$ cat config.mk
export PLATFORM = sky130hd
export DESIGN_NAME = typed_column_record_unpacker_core
export DESIGN_NICKNAME = d
export VERILOG_FILES = /design/src/hw/rtl/tcru_pkg.sv /design/src/hw/rtl/typed_column_record_unpacker_core.sv
export SDC_FILE = /design/constraint.sdc
export NUM_CORES = 1
export LEC_CHECK = 0
export BUFFER_PORTS_ARGS = -buffer_cell sky130_fd_sc_hd__buf_2
export CELL_PAD_IN_SITES_DETAIL_PLACEMENT = 1
export CELL_PAD_IN_SITES_GLOBAL_PLACEMENT = 2
export CORE_UTILIZATION = 41
export CTS_BUF_LIST = sky130_fd_sc_hd__clkbuf_16
export DETAILED_ROUTE_END_ITERATION = 7
export PLACE_DENSITY_LB_ADDON = 0.1
export SLEW_MARGIN = 10
export SYNTH_ARGS = -nofsm -noshare
export SYNTH_HDL_FRONTEND = slang
export SYNTH_SLANG_ARGS = --single-unit
$ cat constraint.sdc
create_clock -name clk -period 16.6 [get_ports clk]
set_input_delay 3.32 -clock clk [delete_from_list [all_inputs] [get_ports clk]]
set_output_delay 3.32 -clock clk [all_outputs]
set_load 0.05 [all_outputs]
$ cat src/hw/rtl/tcru_pkg.sv
// Shared types and codes for the typed column record unpacker.
`timescale 1ns / 1ps

package tcru_pkg;

    // Input beat: one record byte and its end mark
    typedef struct packed {
        logic [7:0] record_byte;
        logic       end_of_record;
    } in_beat_t;

    // Result beat
    typedef struct packed {
        logic [1:0]         event_kind;
        logic [7:0]         column_number;
        logic [2:0]         column_kind;
        logic signed [63:0] field_value;
        logic [7:0]         payload_data;
        logic               column_done;
        logic               record_done;
        logic [1:0]         record_status;
    } out_beat_t;

    // Event kinds
    localparam logic [1:0] EV_COUNT   = 2'd0;
    localparam logic [1:0] EV_VALUE   = 2'd1;
    localparam logic [1:0] EV_PAYLOAD = 2'd2;
    localparam logic [1:0] EV_END     = 2'd3;

    // Column kinds
    localparam logic [2:0] KIND_INT   = 3'd0;
    localparam logic [2:0] KIND_FLOAT = 3'd1;
    localparam logic [2:0] KIND_TEXT  = 3'd2;
    localparam logic [2:0] KIND_BLOB  = 3'd3;
    localparam logic [2:0] KIND_NULL  = 3'd4;

    // Header type codes
    localparam logic [2:0] TYPE_INT   = 3'd1;
    localparam logic [2:0] TYPE_FLOAT = 3'd2;
    localparam logic [2:0] TYPE_TEXT  = 3'd3;
    localparam logic [2:0] TYPE_BLOB  = 3'd4;
    localparam logic [2:0] TYPE_NULL  = 3'd5;

    // Record status
    localparam logic [1:0] ST_OK        = 2'd0;
    localparam logic [1:0] ST_TRUNCATED = 2'd1;
    localparam logic [1:0] ST_BAD_TYPE  = 2'd2;
    localparam logic [1:0] ST_NEG_LEN   = 2'd3;

    // A float field always carries eight raw bytes
    localparam logic [4:0] FLOAT_BYTES = 5'd8;

endpackage

$ cat src/hw/rtl/typed_column_record_unpacker_core.sv
// Typed column record unpacker: byte-wide record parser with registered in and out.
`timescale 1ns / 1ps

// Takes one record byte per beat and gives at most one result beat per input
// beat, in order. One byte is accepted every cycle when the output side keeps
// up; each byte passes an input register, the parse logic (a byte shift into
// the 64-bit field value, a count step and a compare) and the result register.
// The result register and the input register together let a new byte be
// taken while a finished result still waits. Bytes that produce no result
// (field bytes before the last, bytes after the last column or after an
// error) simply drop out. The final byte of a record always yields a beat
// with record_done set and record_status valid; a nonzero status means the
// record's results are to be discarded. There is no clearing pass after reset.
module typed_column_record_unpacker_core (
    input  logic                 clk,
    input  logic                 rst_n,
    input  logic                 in_valid,
    output logic                 in_stall,
    input  tcru_pkg::in_beat_t   in_data,
    output logic                 out_valid,
    input  logic                 out_stall,
    output tcru_pkg::out_beat_t  out_data
);
    import tcru_pkg::*;

    localparam logic [2:0] PH_COUNT       = 3'd0;
    localparam logic [2:0] PH_HEADER      = 3'd1;
    localparam logic [2:0] PH_FIELD_FIRST = 3'd2;
    localparam logic [2:0] PH_FIELD_REST  = 3'd3;
    localparam logic [2:0] PH_PAYLOAD     = 3'd4;
    localparam logic [2:0] PH_DONE        = 3'd5;

    // input register
    logic      in_valid_reg;
    in_beat_t  in_beat_reg;

    // parse state
    logic [2:0]  phase_reg,       phase_next;
    logic [7:0]  cols_total_reg,  cols_total_next;
    logic [7:0]  col_pos_reg,     col_pos_next;
    logic [2:0]  cur_kind_reg,    cur_kind_next;
    logic [4:0]  field_left_reg,  field_left_next;
    logic [63:0] acc_reg,         acc_next;
    logic [30:0] pay_left_reg,    pay_left_next;
    logic [1:0]  err_reg,         err_next;

    // result register
    logic      out_valid_reg;
    out_beat_t out_beat_reg,  res_beat;
    logic      emit;

    logic proc_go;

    assign proc_go   = in_valid_reg && (!out_valid_reg || !out_stall);
    assign in_stall  = in_valid_reg && !proc_go;
    assign out_valid = out_valid_reg;
    assign out_data  = out_beat_reg;

    always_comb
    begin
        logic [7:0]  b;
        logic [2:0]  t;
        logic [4:0]  n;
        logic        last_col;
        logic [63:0] acc_new;
        logic [4:0]  left_dec;
        logic [31:0] len;
        logic [30:0] pay_dec;
        logic        finish;

        b        = in_beat_reg.record_byte;
        t        = b[2:0];
        n        = b[7:3];
        last_col = ({1'b0, col_pos_reg} + 9'd1) >= {1'b0, cols_total_reg};
        acc_new  = (phase_reg == PH_FIELD_FIRST) ? {{56{b[7]}}, b} : {acc_reg[55:0], b};
        left_dec = field_left_reg - 5'd1;
        len      = acc_new[31:0];
        pay_dec  = pay_left_reg - 31'd1;
        finish   = 1'b0;

        phase_next      = phase_reg;
        cols_total_next = cols_total_reg;
        col_pos_next    = col_pos_reg;
        cur_kind_next   = cur_kind_reg;
        field_left_next = field_left_reg;
        acc_next        = acc_reg;
        pay_left_next   = pay_left_reg;
        err_next        = err_reg;

        emit     = 1'b0;
        res_beat = '0;

        unique case (phase_reg)
            PH_COUNT:
            begin
                cols_total_next        = b;
                col_pos_next           = 8'd0;
                emit                   = 1'b1;
                res_beat.event_kind    = EV_COUNT;
                res_beat.field_value   = {56'd0, b};
                phase_next             = (b != 8'd0) ? PH_HEADER : PH_DONE;
            end
            PH_HEADER:
            begin
                acc_next = '0;
                unique case (t)
                    TYPE_INT:   cur_kind_next = KIND_INT;
                    TYPE_FLOAT: cur_kind_next = KIND_FLOAT;
                    TYPE_TEXT:  cur_kind_next = KIND_TEXT;
                    TYPE_BLOB:  cur_kind_next = KIND_BLOB;
                    TYPE_NULL:  cur_kind_next = KIND_NULL;
                    default:    cur_kind_next = cur_kind_reg;
                endcase
                if (t == TYPE_INT || t == TYPE_FLOAT || t == TYPE_TEXT
                    || t == TYPE_BLOB || t == TYPE_NULL)
                begin
                    if (t == TYPE_FLOAT)
                    begin
                        n = FLOAT_BYTES;
                    end
                    if (t == TYPE_NULL || n == 5'd0)
                    begin
                        emit                   = 1'b1;
                        res_beat.event_kind    = EV_VALUE;
                        res_beat.column_number = col_pos_reg;
                        res_beat.column_kind   = cur_kind_next;
                        res_beat.column_done   = 1'b1;
                        finish                 = 1'b1;
                    end
                    else
                    begin
                        field_left_next = n;
                        phase_next      = PH_FIELD_FIRST;
                    end
                end
                else
                begin
                    err_next   = ST_BAD_TYPE;
                    phase_next = PH_DONE;
                end
            end
            PH_FIELD_FIRST, PH_FIELD_REST:
            begin
                acc_next        = acc_new;
                phase_next      = PH_FIELD_REST;
                field_left_next = left_dec;
                if (left_dec == 5'd0)
                begin
                    if (cur_kind_reg == KIND_INT || cur_kind_reg == KIND_FLOAT)
                    begin
                        emit                   = 1'b1;
                        res_beat.event_kind    = EV_VALUE;
                        res_beat.column_number = col_pos_reg;
                        res_beat.column_kind   = cur_kind_reg;
                        res_beat.field_value   = acc_new;
                        res_beat.column_done   = 1'b1;
                        finish                 = 1'b1;
                    end
                    else if (len[31])
                    begin
                        err_next   = ST_NEG_LEN;
                        phase_next = PH_DONE;
                    end
                    else
                    begin
                        emit                   = 1'b1;
                        res_beat.event_kind    = EV_VALUE;
                        res_beat.column_number = col_pos_reg;
                        res_beat.column_kind   = cur_kind_reg;
                        res_beat.field_value   = {32'd0, len};
                        if (len == 32'd0)
                        begin
                            res_beat.column_done = 1'b1;
                            finish               = 1'b1;
                        end
                        else
                        begin
                            pay_left_next = len[30:0];
                            phase_next    = PH_PAYLOAD;
                        end
                    end
                end
            end
            PH_PAYLOAD:
            begin
                emit                   = 1'b1;
                res_beat.event_kind    = EV_PAYLOAD;
                res_beat.column_number = col_pos_reg;
                res_beat.column_kind   = cur_kind_reg;
                res_beat.payload_data  = b;
                pay_left_next          = pay_dec;
                if (pay_dec == 31'd0)
                begin
                    res_beat.column_done = 1'b1;
                    finish               = 1'b1;
                end
            end
            default:
            begin
                // done or unused code: byte ignored
            end
        endcase

        if (finish)
        begin
            if (last_col)
            begin
                phase_next = PH_DONE;
            end
            else
            begin
                col_pos_next = col_pos_reg + 8'd1;
                phase_next   = PH_HEADER;
            end
        end

        if (in_beat_reg.end_of_record)
        begin
            if (err_next == ST_OK && phase_next != PH_DONE)
            begin
                err_next = ST_TRUNCATED;
            end
            if (!emit)
            begin
                emit                = 1'b1;
                res_beat            = '0;
                res_beat.event_kind = EV_END;
            end
            res_beat.record_done   = 1'b1;
            res_beat.record_status = err_next;
            // back to the start for the next record
            phase_next      = PH_COUNT;
            cols_total_next = '0;
            col_pos_next    = '0;
            cur_kind_next   = '0;
            field_left_next = '0;
            acc_next        = '0;
            pay_left_next   = '0;
            err_next        = ST_OK;
        end
    end

    always_ff @(posedge clk or negedge rst_n)
    begin
        if (!rst_n)
        begin
            in_valid_reg   <= 1'b0;
            out_valid_reg  <= 1'b0;
            phase_reg      <= PH_COUNT;
            cols_total_reg <= '0;
            col_pos_reg    <= '0;
            cur_kind_reg   <= '0;
            field_left_reg <= '0;
            acc_reg        <= '0;
            pay_left_reg   <= '0;
            err_reg        <= ST_OK;
        end
        else
        begin
            if (in_valid && !in_stall)
            begin
                in_valid_reg <= 1'b1;
            end
            else if (proc_go)
            begin
                in_valid_reg <= 1'b0;
            end

            if (proc_go)
            begin
                out_valid_reg  <= emit;
                phase_reg      <= phase_next;
                cols_total_reg <= cols_total_next;
                col_pos_reg    <= col_pos_next;
                cur_kind_reg   <= cur_kind_next;
                field_left_reg <= field_left_next;
                acc_reg        <= acc_next;
                pay_left_reg   <= pay_left_next;
                err_reg        <= err_next;
            end
            else if (!out_stall)
            begin
                out_valid_reg <= 1'b0;
            end
        end
    end

    // payload registers
    always_ff @(posedge clk)
    begin
        if (in_valid && !in_stall)
        begin
            in_beat_reg <= in_data;
        end
        if (proc_go && emit)
        begin
            out_beat_reg <= res_beat;
        end
    end

endmodule

==> summary.txt, run 1 <==
Synth
  • Seq/Total Area, Yosys: 0.5604
  • Primary FF master, synth: dfrtp_1
  • Post-synth top area share: 0.2807
  • Cell variety after synth: 74
  • Area contributors post-synth: dfrtp_1, edfxtp_1, nor2_1
  • Synth top cells by count: nor2_1, dfrtp_1, o21ai_0, edfxtp_1, nand2_1
  • Synth async-reset ratio: 0.5463
  • Post-Synthesis Cells: 1,092
  • Post-synth EDFFs: 98
  • Most numerous cell in the Yosys netlist: nor2_1
  • Syn avg cell area: 9.634 µm²
  • Netlist Area Pre-Place: 10,520 µm²
  • Yosys warning count: 0
  • Synth Register Bits: 216
  • Syn nets: 1,118
  • Post-synth top area cell: dfrtp_1

Floorplanning
  • Die area: 26,300 µm²
  • Rows: 58
  • I/O Pins: 104
  • Core Area: 25,180 µm²
  • Die Span Y: 162.2 µm
  • Die Width: 162.2 µm
  • Starting density of the core: 0.4178

Timing
  • Final period util: 0.4317
  • Max Fclk: 139.6 MHz
  • Setup TNS: 0 ns
  • Final Max Slew Viols: 0
  • Slew @ Worst Pin: 1.148 ns
  • Clock Skew: 0.008542 ns
  • RSZ-0062 raised after global routing: false
  • Slew headroom: 0.2321
  • Final setup violation count: 0
  • Fin. Hold Viols: 0
  • Fin crit period: 7.166 ns

Critical path
  • Critical Path RT: 13.28 ns
  • Most used cell along the critical path: buf_2
  • CP startpoint kind: input pin
  • Worst r2r src: phase_reg[0]$_DFFE_PN0P_
  • Largest delay contributor family on the critical path: buffers and inverters
  • Slowest stage delay, CP: 0.25 ns
  • Crit path launch: out_stall
  • Crit-path cells: buf_2 -> nand3_1 -> inv_1 -> buf_2
  • Setup slack, reg-to-reg: 11.65 ns
  • CP arrival: 3.85 ns
  • Setup crit end kind: primary output
  • Crit path to: in_stall
  • Critical-path top delay cell: buf_2
  • R2r worst-path depth: 6
  • WS Path Type: input pin to primary output
  • Capturing point of the worst reg2reg path: out_data[32]$_DFFE_PP_
  • Worst path bufs/invs: 3
  • CP Max Fanout: 3
  • CP Depth: 4

Pwr
  • Power per cell area: 193.5 nW/µm²
  • Switching pwr: 1.042 mW
  • Combinational Power Share: 0.410
  • VDD IR max: 0.09628 mV
  • Seq pwr share: 0.346
  • Switching Fraction: 0.4416
  • Lkg Pwr: 5.013 nW
  • Clk network pwr share: 0.244
  • Cell-internal power: 1.318 mW

Cells and area
  • # diodes: 0
  • Area grow syn2layout: 15.94%
  • Multi-input gate area: 4284 µm²
  • FF/Latch Area: 5896 µm²
  • Layout Nets: 1,191
  • Max reg flops: 89
  • Layout cells sized above 1: 0.1531
  • Filler instances: 2,865
  • Design area: 12,200 µm²

Run
  • MaxCap Viol Count: 0

Clock tree
  • CTS H-tree depth: 1
  • Longest Clk Path Bufs: 3
  • Worst skew pair latency: 0.52 ns
  • PostCTS Resize Cnt: 0
  • Post-CTS setup buffer count: 0
  • CTS tree: built
  • Clock net sink count: 216
  • Clk pin slew, worst setup/hold paths: 0.06 ns
  • Root Driver: clkbuf_16
  • Hold-fix buffers, CTS: 0
  • Clock buffer count from CTS: 25

Routing
  • DRC viols: 0
  • Detailed-route vias per instance: 5.663
  • 1st-iter DRT viols: 529
  • WL/cell: 20.09 µm
  • Via count: 8,562
  • Pre-antenna DRT Iters: 5
  • Final Routed Wirelength: 30.38 mm
  • Routed Antenna Nets: 0

Placed design
  • GPL Wtd Cong: 0.8372
  • Placed cell area: 11,350 µm²
  • DP HPWL: 19.89 mm
  • Port bufs: 103

Global route
  • Largest net degree at the start of global routing: 67
  • Busiest grt layer: met2
  • First-pass GRT wire length: 49.18 mm
  • GRT met1 Usage: 0.3382
  • Initial antenna violation count: 0
  • Grt ovf: 0
  • Total GRT Usage: 0.2370
  • Met2 GRT Util: 0.3872
  • Vias in the first global route: 8,596
  • Met3 Track Usage GR: 0.02630

Worst hold path
  • Hold Path Class: register to register

Outcome
  • Outcome: finished clean
[power groups by stage]
stage                     clock network, mW  logic [mW]  registers, mW
final                                 0.576       0.967          0.817
after global routing                  0.606        1.06          0.836
after CTS                             0.588       0.973          0.816
after detailed placement                  0       0.969          0.824
after global placement                    0       0.957          0.822
after floorplan                           0       0.543          0.981
[cell usage in the layout, fill, tap and decap left out, types with 4 or more instances in the layout]
cell type	netlist	routed
nand3_1	13	13
dfrtp_1	118	118
a31oi_1	15	15
nand4_1	4	4
nand2b_1	18	18
or3_1	11	11
o21ai_0	110	108
edfxtp_1	98	98
clkinv_1	1	5
nor2_1	196	196
o22ai_1	6	6
o31ai_1	10	10
nand2_1	86	86
bufinv_16	0	5
o32ai_1	5	5
nor2b_1	13	13
o21ai_1	7	6
a21oi_1	68	67
xnor2_1	8	8
nor3_1	55	55
o21a_1	4	4
clkinv_2	0	4
or4_1	5	5
buf_2	2	102
nand3b_1	5	5
and2_1	7	7
ha_1	13	13
clkbuf_16	0	25
a22o_1	28	28
buf_4	0	19
and3_1	10	10
inv_1	27	30
nor4_1	13	12
[layout make-up]
class / instances / area share
Clock inverter: 19 / 0.01805
Sequential cell: 216 / 0.4834
Clock buffer: 25 / 0.05129
Inverter: 28 / 0.008617
Tap cell: 330 / 0.03385
Timing Repair Buffer: 121 / 0.05355
Multi-Input combinational cell: 773 / 0.3513
[logic make-up (layout without fill, tap and decap cells)]
group,Yosys count,count (layout),synth area share
AND/OR/NAND/NOR,456,456,0.2041
adder cells (fa/ha/maj),13,13,0.01546
XOR/XNOR,10,10,0.008326
multiplexers,3,3,0.002973
buffers and inverters,103,193,0.03770
flip-flops,216,216,0.5604
AO/OA/AOI/OAI,291,291,0.1710
[worst min-delay path: stages (launching register included)]
cell     delay [ns]
dfrtp_1        0.34
nand2_1        0.05
o21ai_0        0.06
[stage by stage]
step	worst slack [ns]	std cells	power (mW)	util	hold WS [ns]
2_1_floorplan	7.921	1092	1.525	-	0.4244
3_3_place_gp	9.448	1468	1.780	0.4508	0.4630
3_5_place_dp	9.430	1468	1.793	0.4508	0.4736
4_1_cts	9.428	1512	2.377	0.4843	0.4876
5_1_grt	9.388	1512	2.504	0.4843	0.5097
6_report	9.434	1512	2.360	0.4843	0.4814
[routing by layer]
metal | vias up | part of all wire
li1 | 4073 | -
met1 | 4327 | 0.47
met2 | 130 | 0.48
met3 | 32 | 0.029
met4 | 0 | 0.014
met5 | - | 0
[worst min path at each step]
stage                             startpoint  cells after the start                       to
finish               acc_reg[27]$_DFFE_PN0P_                      2  acc_reg[27]$_DFFE_PN0P_
global route         acc_reg[24]$_DFFE_PN0P_                      2  acc_reg[24]$_DFFE_PN0P_
CTS                  acc_reg[27]$_DFFE_PN0P_                      2  acc_reg[27]$_DFFE_PN0P_
detailed placement   acc_reg[27]$_DFFE_PN0P_                      2  acc_reg[27]$_DFFE_PN0P_
global placement     acc_reg[30]$_DFFE_PN0P_                      2  acc_reg[30]$_DFFE_PN0P_
floorplan           in_beat_reg[0]$_DFFE_PP_                      0    out_data[2]$_DFFE_PP_
(Power assumes the default switching activity.)
==> run 2: changes to the inputs <==
--- a/config.mk
+++ b/config.mk
@@ -5,10 +5,11 @@
 export SDC_FILE = /design/constraint.sdc
 export NUM_CORES = 1
 export LEC_CHECK = 0
+export ABC_AREA = 1
 export BUFFER_PORTS_ARGS = -buffer_cell sky130_fd_sc_hd__buf_2
 export CELL_PAD_IN_SITES_DETAIL_PLACEMENT = 1
 export CELL_PAD_IN_SITES_GLOBAL_PLACEMENT = 2
-export CORE_UTILIZATION = 41
+export CORE_UTILIZATION = 36
 export CTS_BUF_LIST = sky130_fd_sc_hd__clkbuf_16
 export DETAILED_ROUTE_END_ITERATION = 7
 export PLACE_DENSITY_LB_ADDON = 0.1
==> constraint.sdc (replaced) <==
create_clock -name clk -period 6.8 [get_ports clk]
set_input_delay 1.36 -clock clk [delete_from_list [all_inputs] [get_ports clk]]
set_output_delay 1.36 -clock clk [all_outputs]
set_load 0.05 [all_outputs]
==> run 2 against run 1 <==
Against the previous run:
- register-to-register slack got worse by 9.9 ns
- sequential power is 140% higher
- synthesized cell count up 12%
- sequential cell count is the same
- clock skew rose by 0.0071 ns
- critical path depth increased by 11
- final cell count rose by 13%
- critical path type is now register to register
- largest cell class unchanged
- largest power group unchanged
- highest routed layer unchanged
==> summary.txt, run 2 <==
Critical path
  • WS Path Type: register to register
  • Worst r2r src: phase_reg[2]$_DFFE_PN0P_
  • Crit path launch: phase_reg[2]$_DFFE_PN0P_
  • Critical Path RT: 7.01 ns
  • Slowest stage delay, CP: 0.61 ns
  • Largest delay contributor family on the critical path: buffers and inverters
  • CP startpoint kind: register
  • Worst path bufs/invs: 6
  • Critical-path top delay cell: clkinv_2
  • Setup crit end kind: register
  • CP Max Fanout: 45
  • CP arrival: 5.26 ns
  • Crit-path cells: inv_2 -> nand2_2 -> nor2_4 -> nand2_2 -> o21ai_1 -> nor3_1 -> inv_1 -> nand2_1 -> inv_2 -> nand2_1 -> nor2_1 -> inv_1 -> o21ai_1 -> clkinv_2 -> buf_4

Pwr
  • Lkg Pwr: 5.432 nW
  • Switching Fraction: 0.4821
  • Switching pwr: 3.024 mW
  • VDD IR max: 0.2177 mV
  • Power per cell area: 510.5 nW/µm²
  • Seq pwr share: 0.310
  • Combinational Power Share: 0.467
  • Clk network pwr share: 0.222
  • Cell-internal power: 3.249 mW

Floorplanning
  • Core Area: 28,860 µm²
  • Die Span Y: 173.6 µm
  • I/O Pins: 104
  • Starting density of the core: 0.3672
  • Die area: 30,120 µm²
  • Rows: 62
  • Die Width: 173.6 µm

Timing
  • Final setup violation count: 0
  • Slew @ Worst Pin: 0.9651 ns
  • Final Max Slew Viols: 0
  • Clock Skew: 0.01559 ns
  • Max Fclk: 198.2 MHz
  • Fin crit period: 5.046 ns
  • Setup TNS: 0 ns
  • Final period util: 0.7421
  • Fin. Hold Viols: 0
  • Slew headroom: 0.3566
  • RSZ-0062 raised after global routing: false

Synth
  • Yosys warning count: 0
  • Area contributors post-synth: dfrtp_1, edfxtp_1, nand2_1
  • Synth async-reset ratio: 0.5463
  • Post-synth EDFFs: 98
  • Post-synth top area share: 0.2787
  • Netlist Area Pre-Place: 10,600 µm²
  • Primary FF master, synth: dfrtp_1
  • Seq/Total Area, Yosys: 0.5564
  • Syn nets: 1,245
  • Post-synth top area cell: dfrtp_1
  • Post-Synthesis Cells: 1,219
  • Syn avg cell area: 8.692 µm²
  • Synth Register Bits: 216
  • Synth top cells by count: nand2_1, nor2_1, o21ai_0, dfrtp_1, inv_1
  • Cell variety after synth: 44
  • Most numerous cell in the Yosys netlist: nand2_1

Routing
  • Final Routed Wirelength: 32.13 mm
  • DRC viols: 0
  • 1st-iter DRT viols: 477
  • WL/cell: 18.76 µm
  • Pre-antenna DRT Iters: 4
  • Routed Antenna Nets: 0
  • Via count: 8,748
  • Detailed-route vias per instance: 5.107

Placed design
  • Placed cell area: 11,430 µm²
  • Port bufs: 103
  • GPL Wtd Cong: 0.8208
  • DP HPWL: 22.78 mm

Outcome
  • Outcome: finished clean

Clock tree
  • PostCTS Resize Cnt: 0
  • Longest Clk Path Bufs: 3
  • Clk pin slew, worst setup/hold paths: 0.06 ns
  • Clock buffer count from CTS: 27
  • CTS H-tree depth: 1
  • Worst skew pair latency: 0.55 ns
  • Hold-fix buffers, CTS: 0
  • Post-CTS setup buffer count: 0
  • CTS tree: built
  • Clock net sink count: 216
  • Root Driver: clkbuf_16

Cells and area
  • Max reg flops: 89
  • # diodes: 0
  • Commonest non-fill, non-tap cell in the layout: nand2_1
  • Layout cells sized above 1: 0.1407
  • Design area: 12,290 µm²
  • Area grow syn2layout: 15.98%
  • Most frequent cells in the layout: nand2_1, nor2_1, o21ai_0
  • Layout Nets: 1,334
  • Filler instances: 3,457

Worst hold path
  • Hold Path Class: register to register
  • Hold Crit Start: acc_reg[38]$_DFFE_PN0P_

Global route
  • Largest net degree at the start of global routing: 65
  • Grt ovf: 0
  • Initial antenna violation count: 0
  • Total GRT Usage: 0.2173
  • Vias in the first global route: 8,980
  • First-pass GRT wire length: 51.48 mm

Run
  • MaxCap Viol Count: 0
run 2: changes by cell type after synthesis, moves of 15 or more:
| cell | change |
|---|---|
| nand3_1 | +32 |
| o31ai_1 | +19 |
| clkbuf_1 | -32 |
| nand2b_1 | -18 |
| nor2_1 | -24 |
| nor3_1 | -48 |
| a22o_1 | -28 |
| a31oi_1 | -15 |
| nand2_1 | +206 |
| o21ai_0 | +30 |
| inv_1 | +87 |
| o22ai_1 | +17 |
| a21oi_1 | -42 |
run 2: final timing paths:
check	to	slack (ns)	cells after the start
worst max-delay path	out_data[51]$_DFFE_PP_	1.75	15
worst min-delay path	acc_reg[38]$_DFFE_PN0P_	0.48	2
worst max register to register	out_data[51]$_DFFE_PP_	1.75	15
worst min register to register	acc_reg[38]$_DFFE_PN0P_	0.48	2
max in group asynchronous	pay_left_reg[2]$_DFFE_PN0P_	4.47	2
min in group asynchronous	acc_reg[53]$_DFFE_PN0P_	0.90	1
run 2: cell families (layout without fill, tap and decap cells):
family | Yosys count | after routing | synth area share
xor+xnor | 10 | 10 | 0.008267
fa+ha+maj | 13 | 13 | 0.01535
compound gates | 257 | 257 | 0.1373
simple gates | 554 | 554 | 0.2193
flops | 216 | 216 | 0.5564
buf+inv | 169 | 279 | 0.06330
run 2: power groups by stage:
stage / Sequential, mW / Combinational (mW) / Clock (mW)
floorplan: 2.44 / 1.65 / 0
global placement: 1.97 / 2.92 / 0
detailed placement: 1.97 / 2.95 / 0
CTS: 1.95 / 2.96 / 1.43
global route: 1.99 / 3.26 / 1.48
finish: 1.95 / 2.93 / 1.39
run 2: metal layers:
layer | part of all wire | GRT usage
met1 | 0.49 | 0.3091
met2 | 0.46 | 0.3536
met3 | 0.034 | 0.02675
met4 | 0.019 | 0.04978
met5 | 0 | 0
run 2: worst register-to-register path, stage by stage, from the launching register on:
cell and delay (ns):
dfrtp_1 0.43, inv_2 0.16, nand2_2 0.49, nor2_4 0.51, nand2_2 0.34, o21ai_1 0.30
nor3_1 0.13, inv_1 0.12, nand2_1 0.12, inv_2 0.40, nand2_1 0.09, nor2_1 0.14
inv_1 0.06, o21ai_1 0.20, clkinv_2 0.61, buf_4 0.58
run 2: layout make-up:
| class | instances | area (µm²) | share of cell area |
|---|---|---|---|
| flip-flops and latches | 216 | 5896 | 0.4798 |
| multi-input cells | 834 | 4040 | 0.3288 |
| clock buffers | 27 | 675.6 | 0.05498 |
| repair buffers | 109 | 563.0 | 0.04582 |
| well taps | 384 | 480.5 | 0.03910 |
| inverters | 120 | 451.7 | 0.03676 |
| clock inverters | 23 | 181.4 | 0.01476 |
run 2: per-stage QoR:
stage	cells	utilization	setup WS (ns)	hold WS [ns]	power [mW]
after floorplan	1219	-	2.722	0.4244	4.088
after global placement	1663	0.3961	1.929	0.4613	4.889
after detailed placement	1663	0.3961	1.674	0.4681	4.918
after CTS	1713	0.4258	1.653	0.4818	6.340
after global routing	1713	0.4258	1.139	0.5003	6.724
final	1713	0.4258	1.754	0.4768	6.273
==> run 3: changes to the inputs <==
==> constraint.sdc (replaced) <==
create_clock -name clk -period 4.8 [get_ports clk]
set_input_delay 0.96 -clock clk [delete_from_list [all_inputs] [get_ports clk]]
set_output_delay 0.96 -clock clk [all_outputs]
set_load 0.05 [all_outputs]
==> run 3 against run 2 <==
Against the previous run:
- count of clock-buffer cells in the layout fell by 2
- via count rose by 0.34%
- total power rose by 44%
- hold slack improved by 0.0010 ns
- sequential power rose by 41%
- final area rose by 0.51%
- final cell count barely moved
==> summary.txt, run 3 (synthesis results as in run 2) <==
Pwr
  • Combinational Power Share: 0.469
  • PnR Total Power: 9.011 mW
  • Seq pwr share: 0.304
  • Power per cell area: 729.6 nW/µm²
  • Switching Fraction: 0.4825
  • Clk network pwr share: 0.227
  • VDD IR max: 0.3600 mV
  • Cell-internal power: 4.663 mW
  • Lkg Pwr: 5.422 nW
  • Switching pwr: 4.347 mW

Critical path
  • WS Path Type: register to register
  • CP arrival: 4.09 ns
  • Capturing point of the worst reg2reg path: out_data[28]$_DFFE_PP_
  • Setup slack, reg-to-reg: 0.94 ns
  • Worst r2r src: phase_reg[2]$_DFFE_PN0P_
  • Setup crit end kind: register
  • CP startpoint kind: register
  • Crit path launch: phase_reg[2]$_DFFE_PN0P_
  • R2r worst-path depth: 15
  • CP Max Fanout: 59
  • Critical Path RT: 5.03 ns

Global route
  • Total GRT Usage: 0.2242
  • First-pass GRT wire length: 52.79 mm
  • Vias in the first global route: 9,132
  • Grt ovf: 0
  • Initial antenna violation count: 0
  • Largest net degree at the start of global routing: 60

Worst hold path
  • Hold Path Class: register to register
  • WHS Path Cells: 2
  • Hold path endpoint: acc_reg[44]$_DFFE_PN0P_
  • Hold Crit Start: acc_reg[44]$_DFFE_PN0P_

Cells and area
  • # diodes: 0
  • Multi-input gate area: 4040 µm²
  • Filler instances: 3,457
  • Max reg flops: 89
  • Commonest non-fill, non-tap cell in the layout: nand2_1
  • Layout cells sized above 1: 0.1466
  • Layout Nets: 1,337
  • Most frequent cells in the layout: nand2_1, nor2_1, o21ai_0
  • FF/Latch Area: 5896 µm²
  • Area grow syn2layout: 16.57%

Timing
  • Final Max Slew Viols: 0
  • Clock Skew: 0.01972 ns
  • RSZ-0062 raised after global routing: false
  • Final setup violation count: 0
  • Hold slack: 0.4778 ns
  • Slew headroom: 0.3020
  • Slew @ Worst Pin: 1.047 ns
  • Setup TNS: 0 ns
  • Max Fclk: 258.8 MHz
  • Fin. Hold Viols: 0
  • Fin crit period: 3.864 ns
  • Final period util: 0.8051

Clock tree
  • Clock net sink count: 216
  • Post-CTS setup buffer count: 0
  • Clock buffer count from CTS: 25
  • Root Driver: clkbuf_16
  • CTS H-tree depth: 1
  • CTS tree: built
  • Clk pin slew, worst setup/hold paths: 0.06 ns
  • Worst skew pair latency: 0.54 ns
  • Hold-fix buffers, CTS: 0
  • PostCTS Resize Cnt: 0
  • Longest Clk Path Bufs: 3

Floorplanning
  • Die Width: 173.6 µm
  • Die Span Y: 173.6 µm
  • Starting density of the core: 0.3672
  • Rows: 62
  • I/O Pins: 104
  • Core Area: 28,860 µm²
  • Die area: 30,120 µm²

Routing
  • Via count: 8,778
  • Final Routed Wirelength: 33.04 mm
  • DRC viols: 0
  • 1st-iter DRT viols: 569
  • WL/cell: 19.28 µm
  • Routed Antenna Nets: 0
  • Detailed-route vias per instance: 5.121
  • Pre-antenna DRT Iters: 5

Placed design
  • Port bufs: 103
  • GPL Wtd Cong: 0.8178
  • DP HPWL: 23.45 mm

Outcome
  • Outcome: finished clean

Run
  • MaxCap Viol Count: 0
[run 3: cell types whose count changed in the layout (fill, tap and decap cells not counted)]
cell,change
buf_12,+1
clkinvlp_4,+4
bufinv_16,+2
inv_1,-7
clkbuf_16,-2
clkinv_4,+1
clkinv_2,-2
buf_4,+4
[run 3: cell type report]
| class | count | area share |
|---|---|---|
| Multi-Input combinational cell | 834 | 0.3271 |
| Inverter | 120 | 0.03657 |
| Clock inverter | 21 | 0.01975 |
| Timing Repair Buffer | 114 | 0.04964 |
| Sequential cell | 216 | 0.4774 |
| Clock buffer | 25 | 0.05065 |
| Tap cell | 384 | 0.03890 |
[run 3: power groups by stage]
stage               Combinational, mW  Clock (mW)  Sequential, mW
floorplan                        2.33           0            3.46
global placement                 4.18           0            2.76
detailed placement               4.25           0            2.77
CTS                              4.26        2.10            2.75
global route                     4.67        2.15            2.80
finish                           4.22        2.04            2.74
[run 3: worst max-delay path by stage]
| stage | endpoint |
|---|---|
| 6_report | out_data[28]$_DFFE_PP_ |
| 5_1_grt | out_data[41]$_DFFE_PP_ |
| 4_1_cts | out_data[30]$_DFFE_PP_ |
| 3_5_place_dp | out_data[30]$_DFFE_PP_ |
| 3_3_place_gp | out_data[33]$_DFFE_PP_ |
| 2_1_floorplan | out_data[0]$_SDFFCE_PN0P_ |
[run 3: metrics by stage]
step / cell area, µm² / instances / setup WS, ns / utilization
after detailed placement: 11480 / 1668 / 0.9443 / 0.3978
after global placement: 11480 / 1668 / 1.188 / 0.3978
final: 12350 / 1714 / 0.9356 / 0.4280
after CTS: 12350 / 1714 / 0.9230 / 0.4280
after floorplan: 10600 / 1219 / 0.7217 / -
after global routing: 12350 / 1714 / 0.5847 / 0.4280
[run 3: routing by layer]
metal | GRT usage | up-vias | part of all wire | wire length (µm)
met2 | 0.3643 | 163 | 0.47 | 15420
li1 | - | 4232 | - | -
met3 | 0.02917 | 46 | 0.034 | 1137
met5 | 0 | - | 0 | 0
met1 | 0.3203 | 4337 | 0.48 | 15980
met4 | 0.04646 | 0 | 0.015 | 505
[run 3: critical path, cell delays in order (launching register included)]
cell and delay, ns:
dfrtp_1 0.44, inv_2 0.17, nand2_2 0.09, nor2_4 0.31, nand2_2 0.33, o21ai_1 0.33, nor3_1 0.13, inv_1 0.11
nand2_1 0.12, inv_2 0.10, nand2_1 0.05, nor2_1 0.14, inv_1 0.07, o21ai_1 0.20, clkinv_2 0.50, buf_12 0.39
